===== config.mk =====
export PLATFORM = sky130hd
export DESIGN_NAME = random_voxel_fill_fade_flat
export DESIGN_NICKNAME = d
export VERILOG_FILES = /design/src/sv/rvff_pkg.sv /design/src/sv/rvff_if.sv /design/src/sv/random_voxel_fill_fade.sv /design/src/sv/rvff_datapath.sv /design/src/sv/rvff_ctrl.sv /design/src/flat_wrapper.sv
export SDC_FILE = /design/constraint.sdc
export NUM_CORES = 1
export LEC_CHECK = 0
export BUFFER_PORTS_ARGS = -buffer_cell sky130_fd_sc_hd__buf_2
export CAP_MARGIN = 10
export CORE_MARGIN = 1
export CORE_UTILIZATION = 63
export CTS_BUF_LIST = sky130_fd_sc_hd__clkbuf_16
export DETAILED_ROUTE_END_ITERATION = 10
export GPL_ROUTABILITY_DRIVEN = 1
export PLACE_DENSITY = 0.8
export SLEW_MARGIN = 40
export SYNTH_ARGS = -nofsm -noshare
export SYNTH_HDL_FRONTEND = slang
export SYNTH_SLANG_ARGS = --single-unit

===== constraint.sdc =====
create_clock -name clk -period 20.5 [get_ports clk]
set_input_delay 1.025 -clock clk [delete_from_list [all_inputs] [get_ports clk]]
set_output_delay 1.025 -clock clk [all_outputs]
set_load 0.01 [all_outputs]

===== src/sv/rvff_pkg.sv =====
// Shared constants and types for the random voxel fill/fade block.
// No dependencies; compiled first.
package rvff_pkg;

  localparam int SIDE_X_DEF = 8;
  localparam int SIDE_Y_DEF = 8;
  localparam int SIDE_Z_DEF = 8;
  localparam int COORD_W    = 3;

  typedef enum logic [1:0] {
    ST_IDLE,
    ST_INIT,
    ST_SCAN,
    ST_DONE
  } rvff_state_t;

  typedef struct packed {
    logic load_start;
    logic step;
    logic init_wr;
    logic rd;
    logic reload;
    logic capture_hit;
    logic capture_miss;
    logic load_out;
  } dp_cmd_t;

  typedef struct packed {
    logic left_zero;
    logic chk_valid;
    logic hit;
  } dp_status_t;

endpackage


===== src/sv/rvff_if.sv =====
// Valid/ready channel interfaces for tick transactions and result transactions.
// Depends on rvff_pkg for the coordinate width.
interface rvff_in_if;
  logic                          valid;
  logic                          ready;
  logic [rvff_pkg::COORD_W-1:0]  start_x;
  logic [rvff_pkg::COORD_W-1:0]  start_y;
  logic [rvff_pkg::COORD_W-1:0]  start_z;

  modport source (output valid, output start_x, output start_y, output start_z,
                  input ready);
  modport sink (input valid, input start_x, input start_y, input start_z,
                output ready);
endinterface

interface rvff_out_if;
  logic                          valid;
  logic                          ready;
  logic [rvff_pkg::COORD_W-1:0]  voxel_x;
  logic [rvff_pkg::COORD_W-1:0]  voxel_y;
  logic [rvff_pkg::COORD_W-1:0]  voxel_z;
  logic                          toggled;
  logic                          finished;

  modport source (output valid, output voxel_x, output voxel_y, output voxel_z,
                  output toggled, output finished, input ready);
  modport sink (input valid, input voxel_x, input voxel_y, input voxel_z,
                input toggled, input finished, output ready);
endinterface


===== src/sv/random_voxel_fill_fade.sv =====
// Random voxel fill/fade for an LED cube. Each tick transaction carries start coordinates;
// the block toggles the first unlit (fill) or lit (fade) voxel found scanning from there,
// x fastest, then y, then z, and returns one result transaction. The voxel map lives in a
// single-port-write, registered-read bitmap memory visited one voxel per cycle. A tick that
// starts a run first sweeps the whole cube to empty or full; the scan then reads voxels until
// a match is found or the whole cube is visited, and the result is handed to the output
// register once that register is free. One tick is in work at a time; a new tick is taken
// while the previous result still waits at the output.
// Depends on rvff_pkg, rvff_if, rvff_ctrl and rvff_datapath.
module random_voxel_fill_fade #(
  parameter int SIDE_X = rvff_pkg::SIDE_X_DEF,
  parameter int SIDE_Y = rvff_pkg::SIDE_Y_DEF,
  parameter int SIDE_Z = rvff_pkg::SIDE_Z_DEF
) (
  input  logic       clk,
  input  logic       rst,
  rvff_in_if.sink    in_item,
  rvff_out_if.source out_item,
  input  logic       cfg_wr_en,
  input  logic       cfg_wr_data
);

  rvff_pkg::dp_cmd_t    cmd;
  rvff_pkg::dp_status_t st;

  rvff_ctrl u_ctrl (
    .clk       (clk),
    .rst       (rst),
    .in_valid  (in_item.valid),
    .in_ready  (in_item.ready),
    .out_valid (out_item.valid),
    .out_ready (out_item.ready),
    .st        (st),
    .cmd       (cmd)
  );

  rvff_datapath #(
    .SIDE_X (SIDE_X),
    .SIDE_Y (SIDE_Y),
    .SIDE_Z (SIDE_Z)
  ) u_datapath (
    .clk         (clk),
    .rst         (rst),
    .cfg_wr_en   (cfg_wr_en),
    .cfg_wr_data (cfg_wr_data),
    .start_x     (in_item.start_x),
    .start_y     (in_item.start_y),
    .start_z     (in_item.start_z),
    .cmd         (cmd),
    .st          (st),
    .voxel_x     (out_item.voxel_x),
    .voxel_y     (out_item.voxel_y),
    .voxel_z     (out_item.voxel_z),
    .toggled     (out_item.toggled),
    .finished    (out_item.finished)
  );

`ifndef ASSERT_OFF
  a_result_kind: assert property (@(posedge clk) disable iff (rst)
    out_item.valid |-> (out_item.toggled ^ out_item.finished))
    else $error("result is neither toggled nor finished, or both");

  a_one_writer: assert property (@(posedge clk) disable iff (rst)
    !(cmd.init_wr && cmd.capture_hit))
    else $error("init sweep and toggle write collide");

  a_one_tick: assert property (@(posedge clk) disable iff (rst)
    (in_item.valid && in_item.ready) |=> !in_item.ready)
    else $error("second tick taken while one is in work");

  a_chk_follows_rd: assert property (@(posedge clk) disable iff (rst)
    st.chk_valid |-> $past(cmd.rd))
    else $error("check stage valid without a read issued");
`endif

endmodule


===== src/sv/rvff_datapath.sv =====
// Datapath: voxel bitmap memory, scan position counters, check stage and result registers.
// Depends on rvff_pkg; driven by rvff_ctrl through dp_cmd_t.
module rvff_datapath #(
  parameter int SIDE_X = rvff_pkg::SIDE_X_DEF,
  parameter int SIDE_Y = rvff_pkg::SIDE_Y_DEF,
  parameter int SIDE_Z = rvff_pkg::SIDE_Z_DEF
) (
  input  logic                         clk,
  input  logic                         rst,
  input  logic                         cfg_wr_en,
  input  logic                         cfg_wr_data,
  input  logic [rvff_pkg::COORD_W-1:0] start_x,
  input  logic [rvff_pkg::COORD_W-1:0] start_y,
  input  logic [rvff_pkg::COORD_W-1:0] start_z,
  input  rvff_pkg::dp_cmd_t            cmd,
  output rvff_pkg::dp_status_t         st,
  output logic [rvff_pkg::COORD_W-1:0] voxel_x,
  output logic [rvff_pkg::COORD_W-1:0] voxel_y,
  output logic [rvff_pkg::COORD_W-1:0] voxel_z,
  output logic                         toggled,
  output logic                         finished
);

  localparam int CW   = rvff_pkg::COORD_W;
  localparam int XW   = $clog2(SIDE_X);
  localparam int YW   = $clog2(SIDE_Y);
  localparam int ZW   = $clog2(SIDE_Z);
  localparam int AW   = XW + YW + ZW;
  localparam int NVOX = SIDE_X * SIDE_Y * SIDE_Z;
  localparam int LW   = $clog2(NVOX + 1);

  logic          mode;
  logic [XW-1:0] pos_x, nx, chk_x;
  logic [YW-1:0] pos_y, ny, chk_y;
  logic [ZW-1:0] pos_z, nz, chk_z;
  logic [LW-1:0] left;
  logic [CW-1:0] rx, ry, rz;
  logic          wrap_x, wrap_y, wrap_z;

  logic          mem [2**AW];
  logic          rd_data;
  logic          chk_valid;
  logic          mem_we;
  logic [AW-1:0] mem_waddr;
  logic          mem_wdata;

  logic [CW-1:0] res_x, res_y, res_z;
  logic          res_tog, res_fin;
  logic [CW-1:0] out_x, out_y, out_z;
  logic          out_tog, out_fin;

  // start coordinate reduced modulo side
  always_comb begin
    rx = start_x;
    ry = start_y;
    rz = start_z;
    for (int i = 0; i < 4; i++) begin
      if (rx >= SIDE_X) rx = rx - CW'(SIDE_X);
      if (ry >= SIDE_Y) ry = ry - CW'(SIDE_Y);
      if (rz >= SIDE_Z) rz = rz - CW'(SIDE_Z);
    end
  end

  // x fastest, then y, then z, each wrapping
  always_comb begin
    wrap_x = (pos_x == XW'(SIDE_X - 1));
    wrap_y = (pos_y == YW'(SIDE_Y - 1));
    wrap_z = (pos_z == ZW'(SIDE_Z - 1));
    nx = wrap_x ? '0 : pos_x + XW'(1);
    ny = pos_y;
    nz = pos_z;
    if (wrap_x) begin
      ny = wrap_y ? '0 : pos_y + YW'(1);
      if (wrap_y) begin
        nz = wrap_z ? '0 : pos_z + ZW'(1);
      end
    end
  end

  assign mem_we    = cmd.init_wr | cmd.capture_hit;
  assign mem_waddr = cmd.capture_hit ? {chk_z, chk_y, chk_x} : {pos_z, pos_y, pos_x};
  assign mem_wdata = cmd.capture_hit ? ~mode : mode;

  always_ff @(posedge clk) begin
    if (mem_we) begin
      mem[mem_waddr] <= mem_wdata;
    end
    if (cmd.rd) begin
      rd_data <= mem[{pos_z, pos_y, pos_x}];
    end
  end

  always_ff @(posedge clk) begin
    if (rst) begin
      mode      <= 1'b0;
      chk_valid <= 1'b0;
    end else begin
      if (cfg_wr_en) begin
        mode <= cfg_wr_data;
      end
      chk_valid <= cmd.rd;
    end
  end

  always_ff @(posedge clk) begin
    if (cmd.load_start) begin
      pos_x <= XW'(rx);
      pos_y <= YW'(ry);
      pos_z <= ZW'(rz);
      left  <= LW'(NVOX);
    end else if (cmd.reload) begin
      left  <= LW'(NVOX);
    end else if (cmd.step) begin
      pos_x <= nx;
      pos_y <= ny;
      pos_z <= nz;
      left  <= left - LW'(1);
    end
    if (cmd.rd) begin
      chk_x <= pos_x;
      chk_y <= pos_y;
      chk_z <= pos_z;
    end
    if (cmd.capture_hit) begin
      res_x   <= CW'(chk_x);
      res_y   <= CW'(chk_y);
      res_z   <= CW'(chk_z);
      res_tog <= 1'b1;
      res_fin <= 1'b0;
    end else if (cmd.capture_miss) begin
      res_x   <= '0;
      res_y   <= '0;
      res_z   <= '0;
      res_tog <= 1'b0;
      res_fin <= 1'b1;
    end
    if (cmd.load_out) begin
      out_x   <= res_x;
      out_y   <= res_y;
      out_z   <= res_z;
      out_tog <= res_tog;
      out_fin <= res_fin;
    end
  end

  assign st.left_zero = (left == '0);
  assign st.chk_valid = chk_valid;
  assign st.hit       = chk_valid && (rd_data == mode);

  assign voxel_x  = out_x;
  assign voxel_y  = out_y;
  assign voxel_z  = out_z;
  assign toggled  = out_tog;
  assign finished = out_fin;

endmodule


===== src/sv/rvff_ctrl.sv =====
// Controller: sequences cube init sweep, scan, result capture and output handoff.
// Depends on rvff_pkg; commands rvff_datapath.
module rvff_ctrl (
  input  logic                 clk,
  input  logic                 rst,
  input  logic                 in_valid,
  output logic                 in_ready,
  output logic                 out_valid,
  input  logic                 out_ready,
  input  rvff_pkg::dp_status_t st,
  output rvff_pkg::dp_cmd_t    cmd
);

  rvff_pkg::rvff_state_t state, state_next;
  logic running, running_next;
  logic out_valid_next;

  always_ff @(posedge clk) begin
    if (rst) begin
      state     <= rvff_pkg::ST_IDLE;
      running   <= 1'b0;
      out_valid <= 1'b0;
    end else begin
      state     <= state_next;
      running   <= running_next;
      out_valid <= out_valid_next;
    end
  end

  always_comb begin
    state_next     = state;
    running_next   = running;
    out_valid_next = out_valid && !out_ready;
    cmd            = '0;
    in_ready       = 1'b0;
    case (state)
      rvff_pkg::ST_IDLE: begin
        in_ready = 1'b1;
        if (in_valid) begin
          cmd.load_start = 1'b1;
          if (running) begin
            state_next = rvff_pkg::ST_SCAN;
          end else begin
            running_next = 1'b1;
            state_next   = rvff_pkg::ST_INIT;
          end
        end
      end
      rvff_pkg::ST_INIT: begin
        // sweep wraps back to the start voxel
        if (!st.left_zero) begin
          cmd.init_wr = 1'b1;
          cmd.step    = 1'b1;
        end else begin
          cmd.reload = 1'b1;
          state_next = rvff_pkg::ST_SCAN;
        end
      end
      rvff_pkg::ST_SCAN: begin
        if (st.hit) begin
          cmd.capture_hit = 1'b1;
          state_next      = rvff_pkg::ST_DONE;
        end else if (st.left_zero && !st.chk_valid) begin
          cmd.capture_miss = 1'b1;
          running_next     = 1'b0;
          state_next       = rvff_pkg::ST_DONE;
        end else if (!st.left_zero) begin
          cmd.rd   = 1'b1;
          cmd.step = 1'b1;
        end
      end
      rvff_pkg::ST_DONE: begin
        if (!out_valid || out_ready) begin
          cmd.load_out   = 1'b1;
          out_valid_next = 1'b1;
          state_next     = rvff_pkg::ST_IDLE;
        end
      end
      default: begin
        state_next = rvff_pkg::ST_IDLE;
      end
    endcase
  end

endmodule

===== src/flat_wrapper.sv =====
// flat-port wrapper written by rule: the top's interface ports become plain ports
module random_voxel_fill_fade_flat 
#(
  parameter int SIDE_X = rvff_pkg::SIDE_X_DEF,
  parameter int SIDE_Y = rvff_pkg::SIDE_Y_DEF,
  parameter int SIDE_Z = rvff_pkg::SIDE_Z_DEF
)
  (clk, rst, cfg_wr_en, cfg_wr_data, in_item_valid, in_item_start_x, in_item_start_y, in_item_start_z, in_item_ready, out_item_valid, out_item_voxel_x, out_item_voxel_y, out_item_voxel_z, out_item_toggled, out_item_finished, out_item_ready);
  rvff_in_if in_item_i ();
  rvff_out_if out_item_i ();
  input  logic clk;
  input  logic rst;
  input  logic cfg_wr_en;
  input  logic cfg_wr_data;
  input wire logic [$bits(in_item_i.valid)-1:0] in_item_valid;
  input wire logic [$bits(in_item_i.start_x)-1:0] in_item_start_x;
  input wire logic [$bits(in_item_i.start_y)-1:0] in_item_start_y;
  input wire logic [$bits(in_item_i.start_z)-1:0] in_item_start_z;
  output wire logic [$bits(in_item_i.ready)-1:0] in_item_ready;
  output wire logic [$bits(out_item_i.valid)-1:0] out_item_valid;
  output wire logic [$bits(out_item_i.voxel_x)-1:0] out_item_voxel_x;
  output wire logic [$bits(out_item_i.voxel_y)-1:0] out_item_voxel_y;
  output wire logic [$bits(out_item_i.voxel_z)-1:0] out_item_voxel_z;
  output wire logic [$bits(out_item_i.toggled)-1:0] out_item_toggled;
  output wire logic [$bits(out_item_i.finished)-1:0] out_item_finished;
  input wire logic [$bits(out_item_i.ready)-1:0] out_item_ready;
  assign in_item_i.valid = in_item_valid;
  assign in_item_i.start_x = in_item_start_x;
  assign in_item_i.start_y = in_item_start_y;
  assign in_item_i.start_z = in_item_start_z;
  assign in_item_ready = in_item_i.ready;
  assign out_item_valid = out_item_i.valid;
  assign out_item_voxel_x = out_item_i.voxel_x;
  assign out_item_voxel_y = out_item_i.voxel_y;
  assign out_item_voxel_z = out_item_i.voxel_z;
  assign out_item_toggled = out_item_i.toggled;
  assign out_item_finished = out_item_i.finished;
  assign out_item_i.ready = out_item_ready;
  random_voxel_fill_fade #(.SIDE_X(SIDE_X), .SIDE_Y(SIDE_Y), .SIDE_Z(SIDE_Z)) u_core (.clk(clk), .rst(rst), .in_item(in_item_i), .out_item(out_item_i), .cfg_wr_en(cfg_wr_en), .cfg_wr_data(cfg_wr_data));
endmodule

### Word-level counts from Yosys, hierarchy flattened

Memories as Yosys holds them, arrays and structs flattened. A register that Yosys moved wholly into a read port is not among the register bits.
Index checks and enable logic that the tools add are counted.

* memories kept: 1
* output and inout port bits: 13
* memory bits (writable): 512
* bits in latches: 0
* bits in read-only memories: 0
* flip-flop bits (word level): 56

* mux-type cells: 54
* reduce and logical (&&, ||, !) cells: 20
* div/mod/pow operators: 0
* add/subtract/negate cells: 4
* magnitude comparators: 0
* bitwise operators: 2
* equality and inequality tests: 14
* shift-type cells: 0
* $mul: 0

Memory list
* u_core.u_datapath.mem: words 512, width 1, rd ports 1, clocked after Yosys merged registers in 1, wr ports 1, line rvff_datapath.sv:40 `logic mem [2**AW];`

Operators by type and width (count)
* 3-bit two-way mux: 19
* 1-bit two-way mux: 23
* 2-bit two-way mux: 8
* 4-bit AND reduction: 3
* 10-bit logical NOT: 1
* 2-bit inequality test (second input constant): 5
* 2-bit nonzero test: 5
* 10-bit by 1-bit subtractor with 10-bit output (second input constant): 1
* 3-bit by 1-bit adder with 3-bit output (second input constant): 3
* 3-bit == test (second input constant): 3
* 9-bit two-way mux: 1
* 2-bit case mux with 4 select lines: 1
* 2-bit == test (second input constant): 2
* 1-bit case mux with 2 select lines: 2
* 1-bit logical AND: 3
* 1-bit logical NOT: 3
* 3-bit by 2-bit inequality test with 1-bit output (second input constant): 1
* 3-bit AND reduction: 1
* 2-bit by 1-bit == test with 1-bit output (second input constant): 1
* 2-bit logical NOT: 1
* 2-bit by 1-bit inequality test with 1-bit output (second input constant): 1
* 2-bit AND reduction: 1
* 2-bit OR reduction: 1
* 1-bit == test: 1
* other kinds (3): 3

### Longest topological paths before layout

Gate-level depths: netlist of run 1.

* depth after elaboration: 8
* gate-level depth with buffers: 11
* gate-level depth less buffers: 9

### By module

Synthesis of run 1 repeated with hierarchy kept, for this count alone.

* cells, all modules: 1814
* area total of the unflattened synthesis: 24755.0 sq um

Modules (own cells, without submodules)
* rvff_datapath: cells an instance 1777, times used 1, seq. area each 16826.1 sq um, area an instance 24434.7 sq um
* rvff_ctrl: cells an instance 37, times used 1, seq. area each 80.1 sq um, area an instance 320.3 sq um

### Worst setup path before layout of run 1

OpenSTA, ideal clock, no wires.

* kind: flip-flop to flip-flop
* from: register u_core.u_datapath.rd_data, read port of u_core.u_datapath.mem
* to: memory u_core.u_datapath.mem[0], data pin
* library setup time: 3103 ps
* clock period less this slack: 18529 ps
* path slack: 1971 ps
* buffers on the path: 1
* stages on the path, launching flop included: 5
* data arrival time: 15426 ps
* path through: edfxtp_1 xnor2_1 nand3_1 clkbuf_1 xnor2_1

* longest elaborated chain between the ends: 5

Ends and longest elaborated chain
* from (decl): line rvff_datapath.sv:41 `logic rd_data;`
* 1-bit == test: line rvff_datapath.sv:148 `assign st.hit = chk_valid && (rd_data == mode);`
* 1-bit logical AND: line rvff_datapath.sv:148
* 1-bit two-way mux: line rvff_ctrl.sv:60 `if (st.hit) begin`
* 2-bit two-way mux: line rvff_ctrl.sv:36 `case (state)`
* 1-bit two-way mux: line rvff_datapath.sv:82 `assign mem_wdata = cmd.capture_hit ? ~mode : mode;`
* named net u_core.u_datapath.mem_wdata: line rvff_datapath.sv:45 `logic mem_wdata;`
* to (decl): line rvff_datapath.sv:40

The timed path passes the listed nets, and every way through them passes these cells.

==> results of run 1 <==
==> cell usage in the layout, fill, tap and decap left out, drive strengths merged, types with 2 or more instances in the layout <==
cell / instances
nand2b: 3
nor2: 543
a211oi: 10
a32o: 2
o21ai: 14
o31ai: 10
nor3: 13
nor2b: 12
clkinvlp: 2
nand2: 95
nand4b: 2
or3: 4
inv: 19
buf: 63
edfxtp: 551
ha: 12
nand3: 8
o221ai: 52
o2111ai: 2
mux4: 71
nor4: 2
nand3b: 11
xor2: 4
o311ai: 2
clkbuf: 58
clkinv: 29
bufinv: 6
and2: 15
o22ai: 36
a21oi: 37
and3: 2
dfxtp: 18
xnor2: 5
mux2i: 120
o211ai: 4
o21bai: 3
a2111oi: 3
==> metal layers <==
| metal | GRT usage [%] | part of all wire, % | vias up | wire [um] |
|---|---|---|---|---|
| li1 | - | - | 6703 | - |
| met1 | 41.0 | 37 | 7858 | 22100 |
| met2 | 48.9 | 48 | 999 | 29200 |
| met3 | 6.61 | 12 | 153 | 7050 |
| met4 | 11.1 | 3.4 | 0 | 2040 |
| met5 | 0 | 0 | - | 0 |
==> flip-flops by register name (all words and copies together) (netlist names), 2 cells and up <==
register and count:
u_core.u_datapath.mem 512, u_core.u_datapath.left 10, u_core.u_datapath.chk_x 3, u_core.u_datapath.chk_y 3
u_core.u_datapath.chk_z 3, u_core.u_datapath.pos_x 3, u_core.u_datapath.pos_y 3, u_core.u_datapath.pos_z 3
u_core.u_datapath.res_x 3, u_core.u_datapath.res_y 3, u_core.u_datapath.res_z 3, u_core.u_datapath.voxel_x 3
u_core.u_datapath.voxel_y 3, u_core.u_datapath.voxel_z 3, u_core.u_ctrl.state 2
==> path summary, 6_finish.rpt <==
kind,endpoint,depth (start not counted),slack [ps],start
worst max register to register,u_core.u_datapath.rd_data$_DFFE_PN_,9,16340,u_core.u_datapath.pos_x[1]$_DFFE_PP_
worst min-delay path,u_core.u_datapath.voxel_z[2]$_DFFE_PP_,0,420,u_core.u_datapath.res_z[2]$_SDFFCE_PP0P_
worst max-delay path,u_core.u_datapath.rd_data$_DFFE_PN_,9,16340,u_core.u_datapath.pos_x[1]$_DFFE_PP_
worst min register to register,u_core.u_datapath.voxel_z[2]$_DFFE_PP_,0,420,u_core.u_datapath.res_z[2]$_SDFFCE_PP0P_
==> area by class of cell <==
type | count | share of cell area, %
Sequential cell | 569 | 62.5
Timing Repair Buffer | 64 | 1.77
Multi-Input combinational cell | 1107 | 26.6
Clock buffer | 57 | 5.27
Clock inverter | 46 | 1.33
Inverter | 10 | 0.139
Tap cell | 518 | 2.39
==> power groups by stage <==
| stage | combinational, mW | clock [mW] | sequential, mW |
|---|---|---|---|
| 2_1_floorplan | 0.682 | 0 | 1.40 |
| 3_3_place_gp | 0.913 | 0 | 1.38 |
| 3_5_place_dp | 0.936 | 0 | 1.39 |
| 4_1_cts | 0.946 | 1.01 | 1.36 |
| 5_1_grt | 1.01 | 1.05 | 1.37 |
| 6_report | 0.963 | 1.01 | 1.36 |
==> metrics by stage <==
stage          utilization, %  total power, mW  instance area [um2]  hold slack (ps)
2_1_floorplan               -             2.09                24700              400
3_5_place_dp             65.2             2.32                25300              405
4_1_cts                  69.8             3.32                27100              420
3_3_place_gp             65.0             2.30                25200              401
6_report                 69.9             3.33                27100              419
5_1_grt                  69.9             3.43                27100              430
==> cells by family (layout without fill, tap and decap cells) <==
family | Yosys count | count (layout) | synth area share (%)
fa+ha+maj | 12 | 12 | 0.607
flops | 569 | 569 | 68.3
buf+inv | 155 | 177 | 2.72
xor+xnor | 9 | 9 | 0.318
compound gates | 180 | 180 | 5.10
mux | 192 | 192 | 11.4
simple gates | 714 | 714 | 11.6
==> worst max-delay path, delay by kind of cell, from the launching register on <==
kind / cells / cell delay (ps)
AO/OA/AOI/OAI: 5 / 1470
buffers and inverters: 2 / 1100
flip-flops: 1 / 350
AND/OR/NAND/NOR: 2 / 950
==> results list, run 1 <==
- I/O pins: 28
- Cell taking the most area after synthesis: sky130_fd_sc_hd__edfxtp_1
- Data arrival at the endpoint of the critical path: 4490 ps
- Combinational logic burns 28.9% of the power.
- STA classifies the critical path startpoint as a flop.
* First-pass iteration count of the detailed router: 6
- Net switching is 32.4% of the power.
- In the synthesized netlist the dominant register cell turns out to be sky130_fd_sc_hd__edfxtp_1.
- WP data required: 20830 ps
- Final setup TNS: 0 ps
- Count of final setup violators: 0
- The cell sitting at the root of the clock tree is a sky130_fd_sc_hd__clkbuf_16.
- Number of hold buffers added after CTS: 0
* Tmin final: between 4000 and 5000 ps
- Ranked by instance count, the synthesized netlist is headed by 551 x sky130_fd_sc_hd__edfxtp_1, 543 x sky130_fd_sc_hd__nor2_1, 120 x sky130_fd_sc_hd__mux2i_1.
- Static timing analysis puts the maximum clock frequency at 240 MHz.
- From synthesis to final layout, the design area changed by 9.36%.
- Worst relative slew slack: 43.3%
* Count of vias placed by the detailed router: ~16000
* Number of design rule violations left after detail routing: 0
* Number of vias per cell after detailed routing: 6.63
- Post-CTS timing repair inserted 0 buffers for setup.
- By area the synthesized netlist is led by sky130_fd_sc_hd__edfxtp_1 67%, sky130_fd_sc_hd__nor2_1 8.2%, sky130_fd_sc_hd__mux4_2 6.5%, sky130_fd_sc_hd__mux2i_1 4.9%, sky130_fd_sc_hd__o221ai_1 1.8%.
- Portion of synthesized cell area occupied by the leading cell type: about 67%
- On the critical path, the stage with the largest delay is an instance of sky130_fd_sc_hd__buf_4.
* Final net count: 1834
* Worst-Margin Slew: approximately 850 ps
- The mapped netlist covers 24700 um2.
- Ordered list of cells on the worst path: buf_4 > nand2b_2 > buf_4 > o22ai_1 > o311ai_0 > a211oi_1 > a2111oi_0 > a211oi_1 > or4_1
- Vias in the first global route: 15400
- TritonCTS built the clock tree.
* Placed insts: between 2000 and 2500
- Post-CTS repair changed the size of 0 cells.
* Total net switching power: 1.08 mW
- The clock arrives with 12.0 ps of skew.
- The final critical path takes up 20.3% of the cycle.
- Antenna Diode Count: 0
* Non-filler cells in the finished layout: 2371
- Summed over all cells, the static leakage comes to 8.56 nW.
- Dividing the synthesized area by the synthesized cell count gives 13.5 um2.
* Detailed Route WL: 60500 um
- Initial Utilization: 63.9%
- Overflow left after global routing: 0
- For the worst-skew pair, the clock arrives at the later sink with an insertion delay of 600 ps.
- Routed wire length per instance: 25.5 um
- The critical path is of the flop to flop type.
- VDD sags by at most between 0.07 and 0.08 mV.
- From left edge to right edge, the die measures around 200 um.
- STA classifies the critical path endpoint as a flop.
* Least setup slack across all paths after layout: 16340 ps
* Storage cell area: 16900 um2
* Dominant cell by count in the synthesized netlist: sky130_fd_sc_hd__edfxtp_1
* Pint: around 2.3 mW
* Core Footprint: 38700 um2
* Part of the Yosys area used for sequential elements: 68.3%
- Largest net degree at the start of global routing: ~160
- Total CTS buffers: 55
- Fill cells in the final layout number 2541.
* Mapped Cells: 1831
* Share of total power in the clock network: 30.2%
- Port Buffers: 27
* Wire length of the first global-routing pass: between 90000 and 100000 um
- Setup repair after global routing missed its margin: false
- Once detail routing completed, the nets flagged for antenna violations numbered 0.
- Final Slew Violations: 0
- Net Count, Synth: 1858
- The tool flagged a number of max-cap violations equal to 0.
- Number of antenna violations at the first check in global routing: 1
- Counting distinct cell types in the post-synthesis netlist gives 48.
- In the synthesized netlist the async set-or-reset flop fraction comes to 0%.
- In this run the worst hold path is classified as flop to flop.
- In this design, the stage delay of the slowest critical-path cell is 650 ps.
- Number of enable flip-flop cells after synthesis: 551
* Placement Setup Slack: 16490 ps
* Number of warnings printed during yosys synthesis: 0
* Pwr/cell area: between 100 and 150 nW/um2
- Layout cells sized above 1: about 13%
- Core Rows: 72
- Sequential share of power: 40.9%
- Die boundary height: around 200 um
* Maximum level of the CTS H-tree: 2
* Maximum fanout along the worst path: 44
- Footprint of the multi-input gates: 7210 um2
- # clock sinks: 569
- Clock Path Buffers: 3
* Clock transition at the registers of the reported paths: 60 ps
- Detail Placement HPWL: 32400 um
- At the end of routability-driven placement, the weighted congestion stood at 0.813.
- The flow ran to the end, and the final reports show no timing, DRC or antenna violations.
- In this run, the number of DRC markers left after iteration 0 of detailed routing was 1920.
- Area of the die: 40100 um2
- Global routing consumed, over all layers together, 30.3% of the routing resources.
- Final hold viol count: 0
- Post-synthesis sequential element count: 569
(Power assumes the default switching activity.)
==> run 2: changes to the inputs <==
--- a/config.mk
+++ b/config.mk
@@ -5,14 +5,15 @@
 export SDC_FILE = /design/constraint.sdc
 export NUM_CORES = 1
 export LEC_CHECK = 0
+export ABC_AREA = 1
 export BUFFER_PORTS_ARGS = -buffer_cell sky130_fd_sc_hd__buf_2
 export CAP_MARGIN = 10
 export CORE_MARGIN = 1
-export CORE_UTILIZATION = 63
+export CORE_UTILIZATION = 57
 export CTS_BUF_LIST = sky130_fd_sc_hd__clkbuf_16
 export DETAILED_ROUTE_END_ITERATION = 10
 export GPL_ROUTABILITY_DRIVEN = 1
-export PLACE_DENSITY = 0.8
+export PLACE_DENSITY = 0.76
 export SLEW_MARGIN = 40
 export SYNTH_ARGS = -nofsm -noshare
 export SYNTH_HDL_FRONTEND = slang
==> constraint.sdc (replaced) <==
create_clock -name clk -period 3.8 [get_ports clk]
set_input_delay 0.19 -clock clk [delete_from_list [all_inputs] [get_ports clk]]
set_output_delay 0.19 -clock clk [all_outputs]
set_load 0.01 [all_outputs]
==> run 2 against run 1 <==
- critical path depth increased by 3
- clock power increased to 5.3 times the previous value
- non-clock buffer count increased by 20
- sequential cell count unchanged
- combinational power increased to 6.7 times the previous value
- synthesized cell count increased by 43%
- sequential share of layout area decreased by 2.4 points
- routed wire length increased by 9.6%
==> results list, run 2 <==
* Status: finished, final reports clean
* Drt first-iter violations: 2636 (+37%)
- For this design, the slowest cell found on the critical path is sky130_fd_sc_hd__clkinv_2.
- Core Rows: 77 (+6.9%)
* Beginning of the critical path: u_core.u_datapath.mode$_SDFFE_PP0P_
- The average size of a mapped cell is 9.81 um2 (-27%).
- The number of synthesis warnings is 0 (unchanged).
- Maximum clock frequency: 283 MHz (+18%)
- The worst hold path belongs to the class input pin to flop.
- Total CTS buffers: 55 (unchanged)
* # Max-Cap Violations: 0 (unchanged)
- Counting instances in the post-synthesis netlist gives the leading cell types as 655 x sky130_fd_sc_hd__nand2_1, 551 x sky130_fd_sc_hd__edfxtp_1, 526 x sky130_fd_sc_hd__nor2_1.
- The top cell types in the final layout, fill and taps aside, are 642 x sky130_fd_sc_hd__nand2_1, 551 x sky130_fd_sc_hd__edfxtp_1, 525 x sky130_fd_sc_hd__nor2_1, 505 x sky130_fd_sc_hd__nand3_1, 79 x sky130_fd_sc_hd__inv_1.
- The average via count per standard cell came to 5.98 (-9.8%).
* Final std cell area, no fill: 28200 um2 (+4.1%)
- Clock Path Buffers: 3 (unchanged)
- The worst setup path is launched from a flop.
- Number of enable flip-flop cells after synthesis: 551 (unchanged)
- In this run the critical register-to-register path is launched from u_core.u_datapath.mode$_SDFFE_PP0P_.
- Setup repair after global routing missed its margin: false
* Met1 Wirelength: 24800 um (+12%)
* Peak per-stage delay on the critical path: 630 ps (-20 ps)
- Number of hold buffers added after CTS: 13 (+13)
* Routed wire length on met3: 6950 um (-1.4%)
- Setup fix buffers added after clock tree synthesis: 0 (unchanged)
* Total Power Consumption: 19.0 mW (+470%)
- Antenna violation net count after detailed routing: 0 (unchanged)
* Net Count, Synth: 2637 (+42%)
* Max reg flops: 512 (unchanged)
* Placed insts: 3083 (+36%)
- Routed wire length per instance: 20.7 um (-19%)
- The height of the die was 214 um (+6.8%).
- Final worst-path cycle share: 93.0% (+73 points)
- Post-CTS sizing: 0 (unchanged)
* Core Footprint: 44200 um2 (+14%)
* Wire length on met2: 31800 um (+8.6%)
- Root buffer cell: sky130_fd_sc_hd__clkbuf_16
- TritonCTS built the clock tree.
- Dominant cell by count in the synthesized netlist: sky130_fd_sc_hd__nand2_1
- Detail Placement HPWL: 32000 um (-1.2%)
- The aggregate global-route resource usage is 29.0% (-1.3 points).
- Final Slew Violations: 0 (unchanged)
- The share of the yosys chip area belonging to registers was 66.1% (-2.3 points).
* Count of vias placed by the detailed router: 19100 (+22%)
- Mapped Cells: 2610 (+43%)
- More flip-flops sit in one register than any other, and that register is u_core.u_datapath.mem.
* Cell area reported after detailed placement: 26300 um2 (+3.9%)
- Clock skew after layout: 20.4 ps (+8.42 ps)
* Top flop regs: u_core.u_datapath.mem (512), u_core.u_datapath.left (10)
- The clock transition at the registers of the reported paths is 60 ps (about the same).
- First-pass iteration count of the detailed router: 6 (unchanged)
- The first-pass GRT wire length came to 102000 um (+13%).
* Ordered list of cells on the worst path: inv_2 > or2_0 > nand2_2 > nor2_4 > nand2_1 > o21ai_1 > inv_1 > nor2_1 > inv_2 > nor2_2 > clkinv_2 > nor2_1
- Top post-synthesis cells by area: sky130_fd_sc_hd__edfxtp_1 65%, sky130_fd_sc_hd__nand3_1 9.9%, sky130_fd_sc_hd__nand2_1 9.6%, sky130_fd_sc_hd__nor2_1 7.7%, sky130_fd_sc_hd__clkbuf_1 1.8%
- Number of design rule violations left after detail routing: 0 (unchanged)
- The count of nets after finishing is 2589 (+41%).
- Vias in the first global route: 18100 (+18%)
* # clock sinks: 569 (unchanged)
- WP data required: 4100 ps (-16730 ps)
- The remaining global-route overflow came to 0 (unchanged).
- The largest vdd supply drop was 1.47 mV (+1800%).
* Detailed Route WL: 66300 um (+9.6%)
* Type of the setup path with the least slack: flop to flop
* Critical Path End Type: flop
* Die span in x: 214 um (+6.8%)
* Most frequent standard cell in the layout excluding fill and tap cells: sky130_fd_sc_hd__nand2_1
* Synthesis-to-layout area growth: 10.1%
- The number of distinct library cells after synthesis came to 32 (-33%).
* Largest net degree at the start of global routing: 237 (+47%)
- The final hold slack was 150 ps (-268 ps).
* Maximum fanout along the worst path: 28 (-36%)
* Pwr/cell area: 675 nW/um2 (+450%)
- Tmin final: 3530 ps (-628 ps)
- Maximum level of the CTS H-tree: 2 (unchanged)
* Combined area of all synthesized cells: 25600 um2 (+3.4%)
- Count of final setup violators: 0 (unchanged)
- The number of cells in the finished layout apart from fillers came to 3200 (+35%).
* Worst-Margin Slew: 801 ps (-47.9 ps)
- The number of hold violations in the final report came to 0 (unchanged).
- Clock network latency to the later pin of the worst-skew pair: 620 ps (+20 ps)
- The number of antenna violations at the first check in global routing came to 1 (unchanged).
- Port Buffers: 27 (unchanged)
- Portion of synthesized cell area occupied by the leading cell type: 64.6% (-2.2 points)
* Worst relative slew slack: 46.6% (+3.3 points)
- The proportion of register bits with asynchronous set or reset after synthesis came to 0% (unchanged).
- Of all cell types, the one taking the most synthesized area is sky130_fd_sc_hd__edfxtp_1.
- Uppermost metal layer occupied by signal nets: met5
- Post-synthesis sequential element count: 569 (unchanged)
- In the synthesized netlist the dominant register cell turns out to be sky130_fd_sc_hd__edfxtp_1.
- Data arrival at the endpoint of the critical path: 3830 ps (-660 ps)
* I/O pins: 28 (unchanged)
* Filler cell count in the final layout: 3398 (+34%)
* Area of the die: 45800 um2 (+14%)
- RD Place Congestion: 0.872 (+7.2%)
- Antenna Diode Count: 0 (unchanged)
- Initial Utilization: 57.9% (-6.0 points)
- The cell depth of the worst flop-to-flop path was 12 (+3).
* Number of cells on the worst hold path: 5 (+5)
- The leakage power summed over all cells was 9.95 nW (+16%).
* Layout cells sized above 1: 8.13% (-4.4 points)
- In this run the most critical hold path is launched from in_item_valid.
[run 2: path summary, 6_finish.rpt]
path                                                  to  slack (ps)
hold reg to reg   u_core.u_datapath.voxel_y[1]$_DFFE_PP_         420
setup reg to reg    u_core.u_datapath.mem[266]$_DFFE_PP_         270
hold / removal        u_core.u_ctrl.running$_SDFFE_PP0P_         150
setup / recovery    u_core.u_datapath.mem[266]$_DFFE_PP_         270
[run 2: routing by layer]
layer,up-vias,global-route usage (%)
met5,-,0
li1,8668,-
met3,205,5.06
met1,9206,38.2
met4,2,12.4
met2,1055,47.6
[run 2: cells by family (layout without fill, tap and decap cells)]
kind of cell	after synthesis	after routing	synth area share [%]
simple gates	1714	1714	27.9
flops	569	569	66.1
buf+inv	277	275	4.53
compound gates	37	37	0.890
fa+ha+maj	12	12	0.587
xor+xnor	1	1	0.0342
[run 2: stage by stage]
step                setup slack [ps]   TNS, ps  utilization [%]
detailed placement               582         0             59.4
finish                           267         0             63.7
floorplan                      -2930  -1500450                -
CTS                              566         0             63.6
global placement                 448         0             59.3
global route                    42.4         0             63.7
[run 2: final cells by class]
class / count / area (um2) / share of cell area [%]
repair buffers: 84 / 811 / 2.88
clock inverters: 44 / 278 / 0.986
multi-input cells: 1764 / 7610 / 27.0
clock buffers: 59 / 1480 / 5.24
well taps: 592 / 741 / 2.63
flip-flops and latches: 569 / 16900 / 60.0
inverters: 88 / 344 / 1.22
[run 2: critical path: cells and delay by family (launching register included)]
| kind | cells | cell delay [ps] |
|---|---|---|
| buffers and inverters | 4 | 900 |
| AO/OA/AOI/OAI | 1 | 200 |
| flip-flops | 1 | 360 |
| AND/OR/NAND/NOR | 7 | 1760 |
[run 2: power by group]
part           internal (mW)  switching, mW  total, mW
Clock                   2.99           2.34       5.33
Sequential              7.15          0.119       7.27
Combinational           1.74           4.67       6.41
